`src/rtl/keq_pkg.sv`:
```
// Shared types and constants for the keypad event queue.
// No dependencies; the interfaces, keq_cfg, the top block and the testbench import this package.
`default_nettype none

package keq_pkg;

  localparam int CFG_ADDR_W = 3;
  localparam int CFG_DATA_W = 32;
  localparam int TIME_W     = 32;
  localparam int KEY_W      = 8;
  localparam int DEBOUNCE_W = 16;

  localparam logic [DEBOUNCE_W-1:0] DEBOUNCE_RESET = 16'd35;

  localparam logic [KEY_W-1:0] KEY_NONE = 8'h00;
  localparam logic [KEY_W-1:0] KEY_A    = 8'h41;
  localparam logic [KEY_W-1:0] KEY_B    = 8'h42;
  localparam logic [KEY_W-1:0] KEY_C    = 8'h43;
  localparam logic [KEY_W-1:0] KEY_D    = 8'h44;
  localparam logic [KEY_W-1:0] KEY_STAR = 8'h2A;
  localparam logic [KEY_W-1:0] KEY_HASH = 8'h23;
  localparam logic [KEY_W-1:0] KEY_0    = 8'h30;
  localparam logic [KEY_W-1:0] KEY_9    = 8'h39;

  // Register index, taken from paddr bit 2.
  typedef enum logic {
    REG_DEBOUNCE = 1'b0,
    REG_RAW_EN   = 1'b1
  } reg_idx_t;

  typedef enum logic [1:0] {
    FUNC_KEY  = 2'd0,
    FUNC_MODE = 2'd1,
    FUNC_POP  = 2'd2
  } func_t;

  typedef enum logic [2:0] {
    EV_MODE   = 3'd0,
    EV_ENROLL = 3'd1,
    EV_DELETE = 3'd2,
    EV_STATUS = 3'd3,
    EV_SLEEP  = 3'd4,
    EV_RAW    = 3'd5
  } ev_type_t;

  typedef struct packed {
    ev_type_t          ev_type;
    logic [KEY_W-1:0]  key;
    logic              mode;
    logic [TIME_W-1:0] stamp;
  } ev_entry_t;

  localparam int ENTRY_W = $bits(ev_entry_t);

endpackage

`default_nettype wire

```
`src/rtl/keq_cfg.sv`:
```
// APB-style configuration registers: debounce interval and raw key enable.
// Depends on keq_pkg.
`default_nettype none

module keq_cfg
  import keq_pkg::*;
(
  input  logic                  clk,
  input  logic                  rst_n,
  input  logic                  psel,
  input  logic                  penable,
  input  logic                  pwrite,
  input  logic [CFG_ADDR_W-1:0] paddr,
  input  logic [CFG_DATA_W-1:0] pwdata,
  output logic [CFG_DATA_W-1:0] prdata,
  output logic                  pready,
  output logic [DEBOUNCE_W-1:0] debounce_ms,
  output logic                  raw_key_enable
);

  logic [DEBOUNCE_W-1:0] debounce_r;
  logic [DEBOUNCE_W-1:0] debounce_nxt;
  logic                  raw_en_r;
  logic                  raw_en_nxt;
  logic                  wr_hit;
  reg_idx_t              idx;

  assign pready = 1'b1;
  assign idx    = reg_idx_t'(paddr[2]);
  assign wr_hit = psel && penable && pwrite && pready;

  always_comb begin
    debounce_nxt = debounce_r;
    raw_en_nxt   = raw_en_r;
    if (wr_hit) begin
      unique case (idx)
        REG_DEBOUNCE: debounce_nxt = pwdata[DEBOUNCE_W-1:0];
        REG_RAW_EN:   raw_en_nxt   = pwdata[0];
        default: ;
      endcase
    end
  end

  always_comb begin
    unique case (idx)
      REG_DEBOUNCE: prdata = {{(CFG_DATA_W-DEBOUNCE_W){1'b0}}, debounce_r};
      REG_RAW_EN:   prdata = {{(CFG_DATA_W-1){1'b0}}, raw_en_r};
      default:      prdata = '0;
    endcase
  end

  always_ff @(posedge clk) begin
    if (!rst_n) begin
      debounce_r <= DEBOUNCE_RESET;
      raw_en_r   <= 1'b0;
    end else begin
      debounce_r <= debounce_nxt;
      raw_en_r   <= raw_en_nxt;
    end
  end

  assign debounce_ms    = debounce_r;
  assign raw_key_enable = raw_en_r;

endmodule

`default_nettype wire

```
`config.mk`:
```
export PLATFORM = sky130hd
export DESIGN_NAME = keq_cfg
export DESIGN_NICKNAME = d
export VERILOG_FILES = /design/src/rtl/keq_pkg.sv /design/src/rtl/keq_cfg.sv
export SDC_FILE = /design/constraint.sdc
export NUM_CORES = 1
export LEC_CHECK = 0
export ABC_AREA = 1
export BUFFER_PORTS_ARGS = -buffer_cell sky130_fd_sc_hd__buf_2
export CORE_MARGIN = 4
export CORE_UTILIZATION = 35
export DETAILED_ROUTE_END_ITERATION = 6
export PLACE_DENSITY = 0.73
export RECOVER_POWER = 100
export SETUP_SLACK_MARGIN = 0.2
export SLEW_MARGIN = 20
export SYNTH_ARGS = -nofsm -noshare
export SYNTH_HDL_FRONTEND = slang
export SYNTH_SLANG_ARGS = --single-unit
```
`constraint.sdc`:
```
create_clock -name clk -period 1.5 [get_ports clk]
set_input_delay 0.3 -clock clk [delete_from_list [all_inputs] [get_ports clk]]
set_output_delay 0.3 -clock clk [all_outputs]
set_load 0.02 [all_outputs]
```
==> results.json <==
{
  "cts_max_path_buffers": 2,
  "syn_inst": 162,
  "worst_slew_pin_slew_ns": 0.6684,
  "yosys_warnings": 0,
  "drive_gt1_share_pct": 31.63,
  "drv_slew": 0,
  "synth_cell_type_count": 17,
  "drt-wirelength-per-cell_um": 9.170,
  "area_delta_synth_final_pct": 19.50,
  "pwr_density_cell_nw_per_um2": 724.2,
  "path_buf_inv": 3,
  "outcome": "completed",
  "critPathLaunch": "paddr[2]",
  "synth.top_cells.by_count": "33 x nor2_1, 30 x inv_1, 24 x nand2_1",
  "crit_fanout": 9,
  "antenna_found_initial": 0,
  "rr_startpoint": "debounce_ms[7]",
  "clock-sinks": 17,
  "fin_skew_ns": 0,
  "synthTopCellsByArea": "dfxtp_1 31%, buf_4 13%, nor2_1 11%, inv_1 10%, nand3_2 9.0%",
  "critPathLaunchType": "input pin",
  "p_sw_share_pct": 33.85,
  "first_iter_violations": 20,
  "dieArea_sq_um": 4136,
  "post-cts-setup-buffers": 0,
  "required_ns": 1.20,
  "intPower_uw": 635.4,
  "drt_pre_antenna_iters": 4,
  "yosysMostFrequentCell": "nor2_1",
  "slowest_delay_ns": 0.24,
  "grt_pass1_wl_um": 4008,
  "path_delay_family": "buffers and inverters",
  "grt_max_degree": 18,
  "drv_cap": 0,
  "drt-total-wl_um": 2375,
  "row_count": 20,
  "cp.arrival_ns": 1.02,
  "drc": 0,
  "cp_slowest_cell": "clkbuf_1",
  "endpoint_kind": "primary output",
  "slew_headroom_pct": 55.39,
  "peakVddDrop_mv": 0.2580,
  "core-area_sq_um": 3053,
  "cts_root_buffer": "clkbuf_4",
  "p_sw_uw": 325.1,
  "cts_tree": "built",
  "grt_pass1_vias": 929,
  "clk_pin_slew_ns": 0.11,
  "numPortBuffers": 54,
  "hold_violations": 0,
  "synth_ff_type": "dfxtp_1",
  "yosys.area.top_type": "dfxtp_1",
  "ys_ff_latch": 17,
  "hp-start": "pwdata[1]",
  "vias": 1000,
  "nFillCells": 363,
  "hpwl_um": 1852,
  "syn_avg_cell_area_sq_um": 6.851,
  "path_cells": "clkbuf_2, buf_4, nor2_1, clkbuf_1",
  "period_share_pct": 87.82,
  "hp-class": "input pin to flop",
  "yosysTopAreaCellShare_pct": 30.67,
  "synth_edf_count": 0,
  "layout.nets": 256,
  "start_util_pct": 36.35,
  "crit_type": "input pin to primary output",
  "pin_count": 90,
  "finalSetupViolCount": 0,
  "totalPowerFinal_uw": 960.4,
  "clock_latency_ns": 0.29,
  "clkPwrFrac_pct": 26.0,
  "routed_via_density": 3.861,
  "dp_cells": 255,
  "pwr-share-comb_pct": 24.1,
  "gr-total-overflow": 0,
  "rsz0062_at_grt": "true",
  "track_usage_pct": 12.13,
  "synth.cell_area_sq_um": 1110,
  "place_congestion": 0.6675,
  "max_freq_mhz": 759.1,
  "leakagePower_nw": 0.6613,
  "whs_ns": 0.2029,
  "die_x_um": 64.31,
  "setup-tns-final_ns": 0,
  "async_reset_ff_share_pct": 0,
  "antenna_left": 0,
  "dieHeight_um": 64.31,
  "ys_seq_area_share_pct": 30.67,
  "diodes": 0,
  "period_needed_ns": 1.317,
  "final_cells": 259,
  "numCtsBuffers": 3,
  "pwr-share-seq_pct": 49.9,
  "htreeDepth": 1
}
worst register-to-register path, stage by stage, from the launching register on:
cell     delay [ns]
dfxtp_2        0.34
nor2_1         0.14
nor2_2         0.05
registers in the layout (all words and copies together) (netlist names):
signal	count
raw_key_enable	1
debounce_ms	16
stage by stage:
| step | utilization [%] | instance area, sq um | worst slack [ns] |
|---|---|---|---|
| after CTS | 44.22 | 1350 | 0.2354 |
| final | 43.44 | 1326 | 0.1827 |
| after detailed placement | 43.32 | 1323 | 0.1765 |
| after floorplan | - | 1166 | 0.3139 |
| after global routing | 43.44 | 1326 | 0.09511 |
| after global placement | 43.32 | 1323 | 0.2137 |
power groups by stage:
stage	sequential [mW]	combinational [mW]	clock, mW
global placement	0.488	0.237	0
floorplan	0.507	0.190	0
detailed placement	0.488	0.240	0
CTS	0.478	0.241	0.259
finish	0.479	0.232	0.249
global route	0.483	0.260	0.283
layout by cell type, fill, tap and decap left out:
master,instances
a21oi_1,1
buf_2,23
buf_4,6
clkbuf_1,27
clkbuf_2,2
clkbuf_4,3
clkinv_2,1
conb_1,17
dfxtp_1,9
dfxtp_2,8
inv_1,29
inv_2,2
nand2_1,24
nand2_2,1
nand3_1,8
nand3_2,10
nor2_1,32
nor2_2,11
nor2_4,1
per-layer routing:
| metal | wire, um | track usage (%) | vias up |
|---|---|---|---|
| li1 | - | - | 543 |
| met1 | 1025 | 15.21 | 411 |
| met2 | 1098 | 19.72 | 44 |
| met3 | 223 | 2.460 | 2 |
| met4 | 29 | 5.805 | 0 |
| met5 | 0 | 0 | - |
final timing paths:
check | end | slack, ns | cells after the start
setup / recovery | prdata[8] | 0.18 | 4
hold / removal | debounce_ms[1] | 0.20 | 3
setup reg to reg | debounce_ms[7] | 0.87 | 2
hold reg to reg | debounce_ms[5] | 0.48 | 2
kinds of logic (layout without fill, tap and decap cells):
family                 count (synthesis)  after routing  synth area share (%)
AO/OA/AOI/OAI                          1              1                0.4505
buffers and inverters                 55             93                 28.64
flip-flops                            17             17                 30.67
other                                  2             17                0.6767
AND/OR/NAND/NOR                       87             87                 39.57
repair_timing:
item                                    4_1_cts  5_1_grt
resized for setup                             0       17
hold buffers                                  0        0
endpoints found under the setup margin        0       11
hold endpoints to repair                      0        0
cell type report:
type	instances	area, sq um	share of cell area [%]
inverter	31	116.4	8.774
clock buffer	3	22.52	1.698
timing repair buffer	58	271.5	20.47
sequential	17	350.3	26.42
clock inverter	1	5.005	0.3774
multi-input combinational	105	505.5	38.11
tap	44	55.05	4.151
Power figures use the tool's default switching activity.
