[src/rtl/keq_ram.sv]
// Generic single-clock RAM: one write port, one read port, registered read data.
// No dependencies.
`default_nettype none

module keq_ram #(
  parameter int WIDTH = 44,
  parameter int DEPTH = 32
) (
  input  logic                     clk,
  input  logic                     wr_en,
  input  logic [$clog2(DEPTH)-1:0] wr_addr,
  input  logic [WIDTH-1:0]         wr_data,
  input  logic                     rd_en,
  input  logic [$clog2(DEPTH)-1:0] rd_addr,
  output logic [WIDTH-1:0]         rd_data
);

  logic [WIDTH-1:0] mem [DEPTH];

  always_ff @(posedge clk) begin
    if (wr_en) begin
      mem[wr_addr] <= wr_data;
    end
    if (rd_en) begin
      rd_data <= mem[rd_addr];
    end
  end

endmodule

`default_nettype wire

[config.mk]
export PLATFORM = sky130hd
export DESIGN_NAME = keq_ram
export DESIGN_NICKNAME = d
export VERILOG_FILES = /design/src/rtl/keq_ram.sv
export SDC_FILE = /design/constraint.sdc
export NUM_CORES = 1
export LEC_CHECK = 0
export BUFFER_PORTS_ARGS = -buffer_cell sky130_fd_sc_hd__buf_2
export CORE_MARGIN = 5
export CORE_UTILIZATION = 30
export CTS_BUF_LIST = sky130_fd_sc_hd__clkbuf_8
export CTS_CLUSTER_DIAMETER = 50
export DETAILED_ROUTE_END_ITERATION = 6
export PLACE_DENSITY = 0.5
export SLEW_MARGIN = 15
export SYNTH_ARGS = -nofsm -noshare
export SYNTH_HDL_FRONTEND = slang
export SYNTH_SLANG_ARGS = --single-unit
[constraint.sdc]
create_clock -name clk -period 4 [get_ports clk]
set_input_delay 1.2 -clock clk [delete_from_list [all_inputs] [get_ports clk]]
set_output_delay 1.2 -clock clk [all_outputs]
set_load 0.01 [all_outputs]
==> impl_metrics.env, run 1 <==
export IMPL_status="complete, no violations"
export IMPL_syn_inst=3090
export IMPL_tns_ns=0
export IMPL_routed_wl_mm=154.4
export IMPL_slowest_delay_ns=0.55
export IMPL_crit_fanout=1
export IMPL_initial_core_util_pct=30.18
export IMPL_drt_initial_drc_count=2178
export IMPL_ir_drop_mv=0.3651
export IMPL_tightest_slew_ns=0.7729
export IMPL_fp_dieW_um=441.9
export IMPL_path_buf_inv=1
export IMPL_grt_max_degree=92
export IMPL_cts_tree="yes"
export IMPL_critPathLaunchType="register"
export IMPL_antenna_found_initial=19
export IMPL_final_setup_viol_count=0
export IMPL_final_cell_count_no_fill=6068
export IMPL_cts_max_level=4
export IMPL_cp_required_ns=2.80
export IMPL_swShare_pct=22.94
export IMPL_groute_usage_overall_pct=15.46
export IMPL_ios=101
export IMPL_postPlaceCellArea_sq_um=60870
export IMPL_period_share_pct=72.43
export IMPL_fin_ws_ns=1.103
export IMPL_final_min_clock_period_ns=2.897
export IMPL_max_slew_margin_pct=48.48
export IMPL_postRouteAntennaNets=0
export IMPL_hpwl_mm=78.30
export IMPL_cp_slowest_cell="edfxtp_1"
export IMPL_p_switching_mw=6.879
export IMPL_pre_cts_ws_ns=0.7344
export IMPL_synth_top_cell_area_share_pct=77.90
export IMPL_p_int_mw=23.11
export IMPL_ys_warn_count=0
export IMPL_stdcell_area_sq_um=64920
export IMPL_nFillCells=17610
export IMPL_drive_above_1_share_pct=16.02
export IMPL_syn_nets=3147
export IMPL_clk_path_buf_depth=3
export IMPL_crit_type="register to output pin"
export IMPL_p_leak_nw=22.51
export IMPL_path_cells="buf_2"
export IMPL_post_place_cells=5651
export IMPL_drc=0
export IMPL_place_port_buffers=100
export IMPL_num_rows=158
export IMPL_syn_to_final_growth_pct=15.98
export IMPL_hp_class="register to register"
export IMPL_die_height_um=441.9
export IMPL_totalPowerFinal_mw=29.99
export IMPL_yosysSeqAreaShare_pct=77.90
export IMPL_cp_arrival_ns=1.70
export IMPL_rsz0062_at_grt="no"
export IMPL_power_density_nw_per_um2=461.9
export IMPL_synth_area_leaders="edfxtp_1 (78%), mux2i_1 (13%), a22oi_1 (1.8%)"
export IMPL_dieArea_sq_um=195300
export IMPL_cts_buffers=230
export IMPL_max_freq_mhz=345.1
export IMPL_finClkSkew_ns=0.02833
export IMPL_yosys_register_bits=1452
export IMPL_crit_family="flip-flops"
export IMPL_core_sq_um=185400
export IMPL_grt_pass1_wl_mm=220.2
export IMPL_power_frac_clock_pct=37.6
export IMPL_first_pass_iters=7
export IMPL_fin_util_pct=35.01
export IMPL_clkLatencyLatePin_ns=0.94
export IMPL_cts_sinks=1452
export IMPL_wire_per_inst_um=25.45
export IMPL_end_kind="output pin"
export IMPL_postCtsSetupBuffers=0
export IMPL_syn_area_per_cell_sq_um=18.11
export IMPL_p_comb_share_pct=5.5
export IMPL_maxCapViolCount=0
export IMPL_vias=29290
export IMPL_ctsResizeCount=0
export IMPL_pwr_share_seq_pct=56.9
export IMPL_clkSlewWorstSetupHoldPaths_ns=0.06
export IMPL_netlist_area_sq_um=55970
export IMPL_cts_root_buf="clkbuf_8"
export IMPL_gp_congestion=0.7183
export IMPL_via_per_inst=4.827
export IMPL_synth_distinct_cells=24
export IMPL_cts_hold_buf=0
export IMPL_final_hold_viol_count=0
export IMPL_grt_ovfl_total=0
export IMPL_hold_slack_ns=0.6609
export IMPL_finalMaxSlewViolations=0
export IMPL_yosysTopAreaCell="edfxtp_1"
export IMPL_grt_pass1_vias=29700
export IMPL_layout_nets=3460
cell usage after synthesis:
cell type  count
nor2_1        33
buf_4         50
a31oi_1       44
or3b_2         3
or3_1          1
nand2b_1       2
a22oi_1      132
nand3_1      134
nand3b_1       5
nor2_2         1
a21oi_1      132
buf_1          2
and2_1         1
nor2b_1        2
edfxtp_1    1452
clkbuf_4       3
or2_2          1
clkbuf_1      52
buf_2         63
buf_6          7
mux2i_1      704
a22o_1        88
nor3_1        44
nand2_1      134
layout by cell type (no fill, tap or decap):
master,instances
buf_8,1
nand3_1,134
clkinv_2,27
a22o_1,88
inv_1,77
inv_6,5
nand2b_4,2
nand3b_1,5
a31oi_1,44
nor3_1,44
clkbuf_8,236
a22oi_1,132
buf_4,95
or2_4,1
nand2_1,133
nand2_4,1
clkinvlp_4,1
mux2i_1,704
edfxtp_1,1452
buf_2,98
or3_1,1
a21oi_1,132
clkinv_4,1
nor2_4,33
clkinv_1,62
nor2b_4,2
and2_4,1
bufinv_16,2
inv_8,1
or3b_2,3
nor2_1,1
diode_2,5
buf_12,64
power by group through the flow:
stage | Sequential (mW) | Combinational, mW | Clock [mW]
after floorplan | 17.4 | 0.866 | 0
after global placement | 17.4 | 1.65 | 0
after detailed placement | 17.4 | 1.66 | 0
after CTS | 17.1 | 1.66 | 11.6
after global routing | 17.1 | 1.76 | 12.4
final | 17.1 | 1.63 | 11.3
registers in the layout, indices dropped and copies added, names as in the netlist:
register,cells
rd_data,44
mem,1408
worst paths after layout:
| path | slack (ns) | to | from | depth (start not counted) |
|---|---|---|---|---|
| worst max register to register | 2.58 | rd_data[14] | mem[1][14] | 5 |
| worst min-delay path | 0.66 | rd_data[15] | mem[26][15] | 4 |
| worst min register to register | 0.66 | rd_data[15] | mem[26][15] | 4 |
| worst max-delay path | 1.10 | rd_data[10] | rd_data[10] | 1 |
tightest hold or removal path, delay by kind of cell (launching register included):
family	cells	cell delay, ns
muxes	1	0.06
DFF	1	0.32
and+or+nand+nor	3	0.20
cells by family (layout without fill, tap and decap cells):
family | count (synthesis) | in the layout | synth area share [%]
DFF | 1452 | 1452 | 77.90
muxes | 704 | 704 | 12.59
AOI/OAI and AO/OA | 396 | 396 | 4.819
and+or+nand+nor | 361 | 361 | 2.915
buffers and inverters | 177 | 670 | 1.777
other | 0 | 5 | 0
final cells by class:
type                            count  area, sq um  area share [%]
Clock buffer                      236         3248           5.003
Timing Repair Buffer              258         2500           3.851
Sequential cell                  1452        43600           67.17
Tap cell                         2480         3103           4.780
Clock inverter                    176        788.3           1.214
Antenna cell                        5        12.51         0.01927
Multi-Input combinational cell   1461        11660           17.97
per-layer routing:
| metal | GRT usage (%) | routed length (um) |
|---|---|---|
| met1 | 19.93 | 66050 |
| met2 | 26.49 | 77430 |
| met3 | 3.056 | 7441 |
| met4 | 4.408 | 3456 |
| met5 | 0 | 34 |
No activity file was read; power rests on OpenSTA's default activity.
==> run 2, diff against run 1 <==
ABC_AREA = 1   (was not set)
clock period = 2.49 ns   (was 4 ns; I/O delays follow)
==> run 2 against run 1 <==
Wire length grew 15%. Highest routed layer unchanged. Sequential share of layout area shrank 3.6 points. Sequential power grew 60%. Power grew 67%. Sequential cell count is the same. Largest power group unchanged. Critical path type unchanged.
==> impl_metrics.env, run 2 <==
export IMPL_status="complete, no violations"
export IMPL_groute_usage_overall_pct=17.29
export IMPL_ys_flop_type="edfxtp_1"
export IMPL_dieArea_sq_um=202400
export IMPL_largest_register_ff_count=1408
export IMPL_die_height_um=449.9
export IMPL_maxCapViolCount=0
export IMPL_initial_core_util_pct=30.15
export IMPL_largest_register="mem"
export IMPL_period_share_pct=96.65
export IMPL_p_comb_share_pct=6.9
export IMPL_max_freq_mhz=415.5
export IMPL_yosysTopAreaCell="edfxtp_1"
export IMPL_syn_to_final_growth_pct=18.13
export IMPL_layout_nets=5189
export IMPL_cp_required_ns=1.74
export IMPL_first_pass_iters=5
export IMPL_totalPowerFinal_mw=49.93
export IMPL_ios=101
export IMPL_antenna_found_initial=15
export IMPL_cts_buffers=238
export IMPL_reg_top3="mem (1408), rd_data (44)"
export IMPL_hpwl_mm=97.34
export IMPL_gp_congestion=0.7648
export IMPL_pre_cts_ws_ns=0.1056
export IMPL_nFillCells=18850
export IMPL_finalMaxSlewViolations=0
export IMPL_synth_area_leaders="edfxtp_1 (75%), nand2_1 (13%), nand3_1 (9.2%)"
export IMPL_crit_family="flip-flops"
export IMPL_final_cell_mix="nand2_1 (1980), edfxtp_1 (1452), nand3_1 (1068)"
export IMPL_finClkSkew_ns=0.03499
export IMPL_synth_top_cell_area_share_pct=75.11
export IMPL_swShare_pct=24.45
export IMPL_final_common_cell="nand2_1"
export IMPL_cts_root_buf="clkbuf_8"
export IMPL_yosysSeqAreaShare_pct=75.11
export IMPL_syn_inst=4842
export IMPL_regArea_sq_um=43600
export IMPL_tightest_slew_ns=0.6553
export IMPL_grt_pass1_wl_mm=260.0
export IMPL_power_density_nw_per_um2=728.0
export IMPL_path_buf_inv=1
export IMPL_max_slew_margin_pct=56.31
export IMPL_synthTopCellsByCount="nand2_1 (1980), edfxtp_1 (1452), nand3_1 (1068)"
export IMPL_postRouteAntennaNets=0
export IMPL_grt_max_degree=87
export IMPL_fp_dieW_um=449.9
export IMPL_routed_wl_mm=178.3
export IMPL_multi_input_area_sq_um=13140
export IMPL_final_setup_viol_count=0
export IMPL_vias=38110
export IMPL_syn_nets=4899
export IMPL_path_cells="buf_2"
export IMPL_final_min_clock_period_ns=2.407
export IMPL_cp_slowest_cell="edfxtp_1"
export IMPL_drc=0
export IMPL_ir_drop_mv=0.5041
export IMPL_grt_ovfl_total=0
export IMPL_cts_tree="yes"
export IMPL_hp_class="input pin to register"
export IMPL_num_rows=161
export IMPL_cts_sinks=1452
export IMPL_slowest_delay_ns=0.51
export IMPL_final_hold_viol_count=0
export IMPL_cts_max_level=4
export IMPL_yosysMostFrequentCell="nand2_1"
export IMPL_drive_above_1_share_pct=12.48
export IMPL_rsz0062_at_grt="yes"
export IMPL_clk_path_buf_depth=3
export IMPL_p_switching_mw=12.21
export IMPL_yosys_register_bits=1452
export IMPL_via_per_inst=4.851
export IMPL_netlist_area_sq_um=58050
export IMPL_cp_arrival_ns=1.66
export IMPL_async_flop_share_pct=0
export IMPL_fin_ws_ns=0.08348
export IMPL_p_int_mw=37.72
export IMPL_synth_edf_count=1452
export IMPL_power_frac_clock_pct=38.2
export IMPL_grt_pass1_vias=37500
export IMPL_p_leak_nw=25.08
export IMPL_critPathLaunchType="register"
export IMPL_drt_initial_drc_count=3436
export IMPL_wire_per_inst_um=22.69
export IMPL_pwr_share_seq_pct=54.9
export IMPL_crit_fanout=1
export IMPL_core_sq_um=192600
export IMPL_crit_type="register to output pin"
export IMPL_clkLatencyLatePin_ns=0.95
export IMPL_synth_distinct_cells=12
export IMPL_syn_area_per_cell_sq_um=11.99
export IMPL_ys_warn_count=0
export IMPL_clkSlewWorstSetupHoldPaths_ns=0.06
export IMPL_place_port_buffers=100
export IMPL_end_kind="output pin"
## run 2: cell types whose count changed in the layout (fill, tap and decap cells not counted), sizes merged, moves of 92 or more
cell / previous run / this run
buf: 258 / 350
mux2i: 704 / 0
a21oi: 132 / 0
a22oi: 132 / 0
nand2: 134 / 1980
nand3: 134 / 1068
## run 2: final cells by class
cell class	count	share of cell area (%)
sequential	1452	63.58
multi-input combinational	3080	19.16
timing repair buffer	350	6.322
clock buffer	240	4.817
tap	2526	4.609
clock inverter	190	1.396
inverter	10	0.09305
antenna	8	0.02919
## run 2: cell families after synthesis
group	synth area share, %
buf+inv	2.677
flops	75.11
simple gates	22.22
## run 2: final timing paths
path / end / slack [ns] / cells after the start / start
max: rd_data[21] / 0.08 / 1 / rd_data[21]
min: rd_data[25] / 0.22 / 1 / rd_en
max reg2reg: rd_data[15] / 1.15 / 8 / mem[1][15]
min reg2reg: rd_data[35] / 0.82 / 8 / mem[22][35]
## run 2: metrics by stage
step | cell area [sq um] | setup TNS (ns) | hold WS [ns] | std cells | util [%]
after floorplan | 58130 | -359.12 | 0.7639 | 4842 | -
after global placement | 64280 | 0 | 0.8104 | 7418 | 33.38
after detailed placement | 64280 | 0 | 0.8051 | 7418 | 33.38
after CTS | 68550 | -0.1751 | 0.1295 | 7848 | 35.60
after global routing | 68570 | -0.01029 | 0.1474 | 7852 | 35.61
final | 68580 | 0 | 0.2195 | 7856 | 35.61
## run 2: timing repair
action | in CTS | in global routing
resized for setup | 3 | 1
buffers inserted | 0 | 0
hold buffers | 0 | 0
endpoints found under the setup margin | 8 | 2
gates cloned | 0 | 0
## run 2: per-layer routing
layer	up-vias	wire length [um]	GRT usage [%]
met4	6	4812	5.512
met2	1143	85590	28.58
li1	17590	-	-
met1	19100	77890	23.25
met5	-	34	0
met3	270	9931	2.976
## run 2: power groups by stage
stage / Combinational [mW] / Clock (mW) / Sequential [mW]
4_1_cts: 3.51 / 19.6 / 27.4
6_report: 3.46 / 19.1 / 27.4
3_3_place_gp: 3.49 / 0 / 27.9
3_5_place_dp: 3.50 / 0 / 27.9
5_1_grt: 3.82 / 20.7 / 27.4
2_1_floorplan: 1.75 / 0 / 27.9
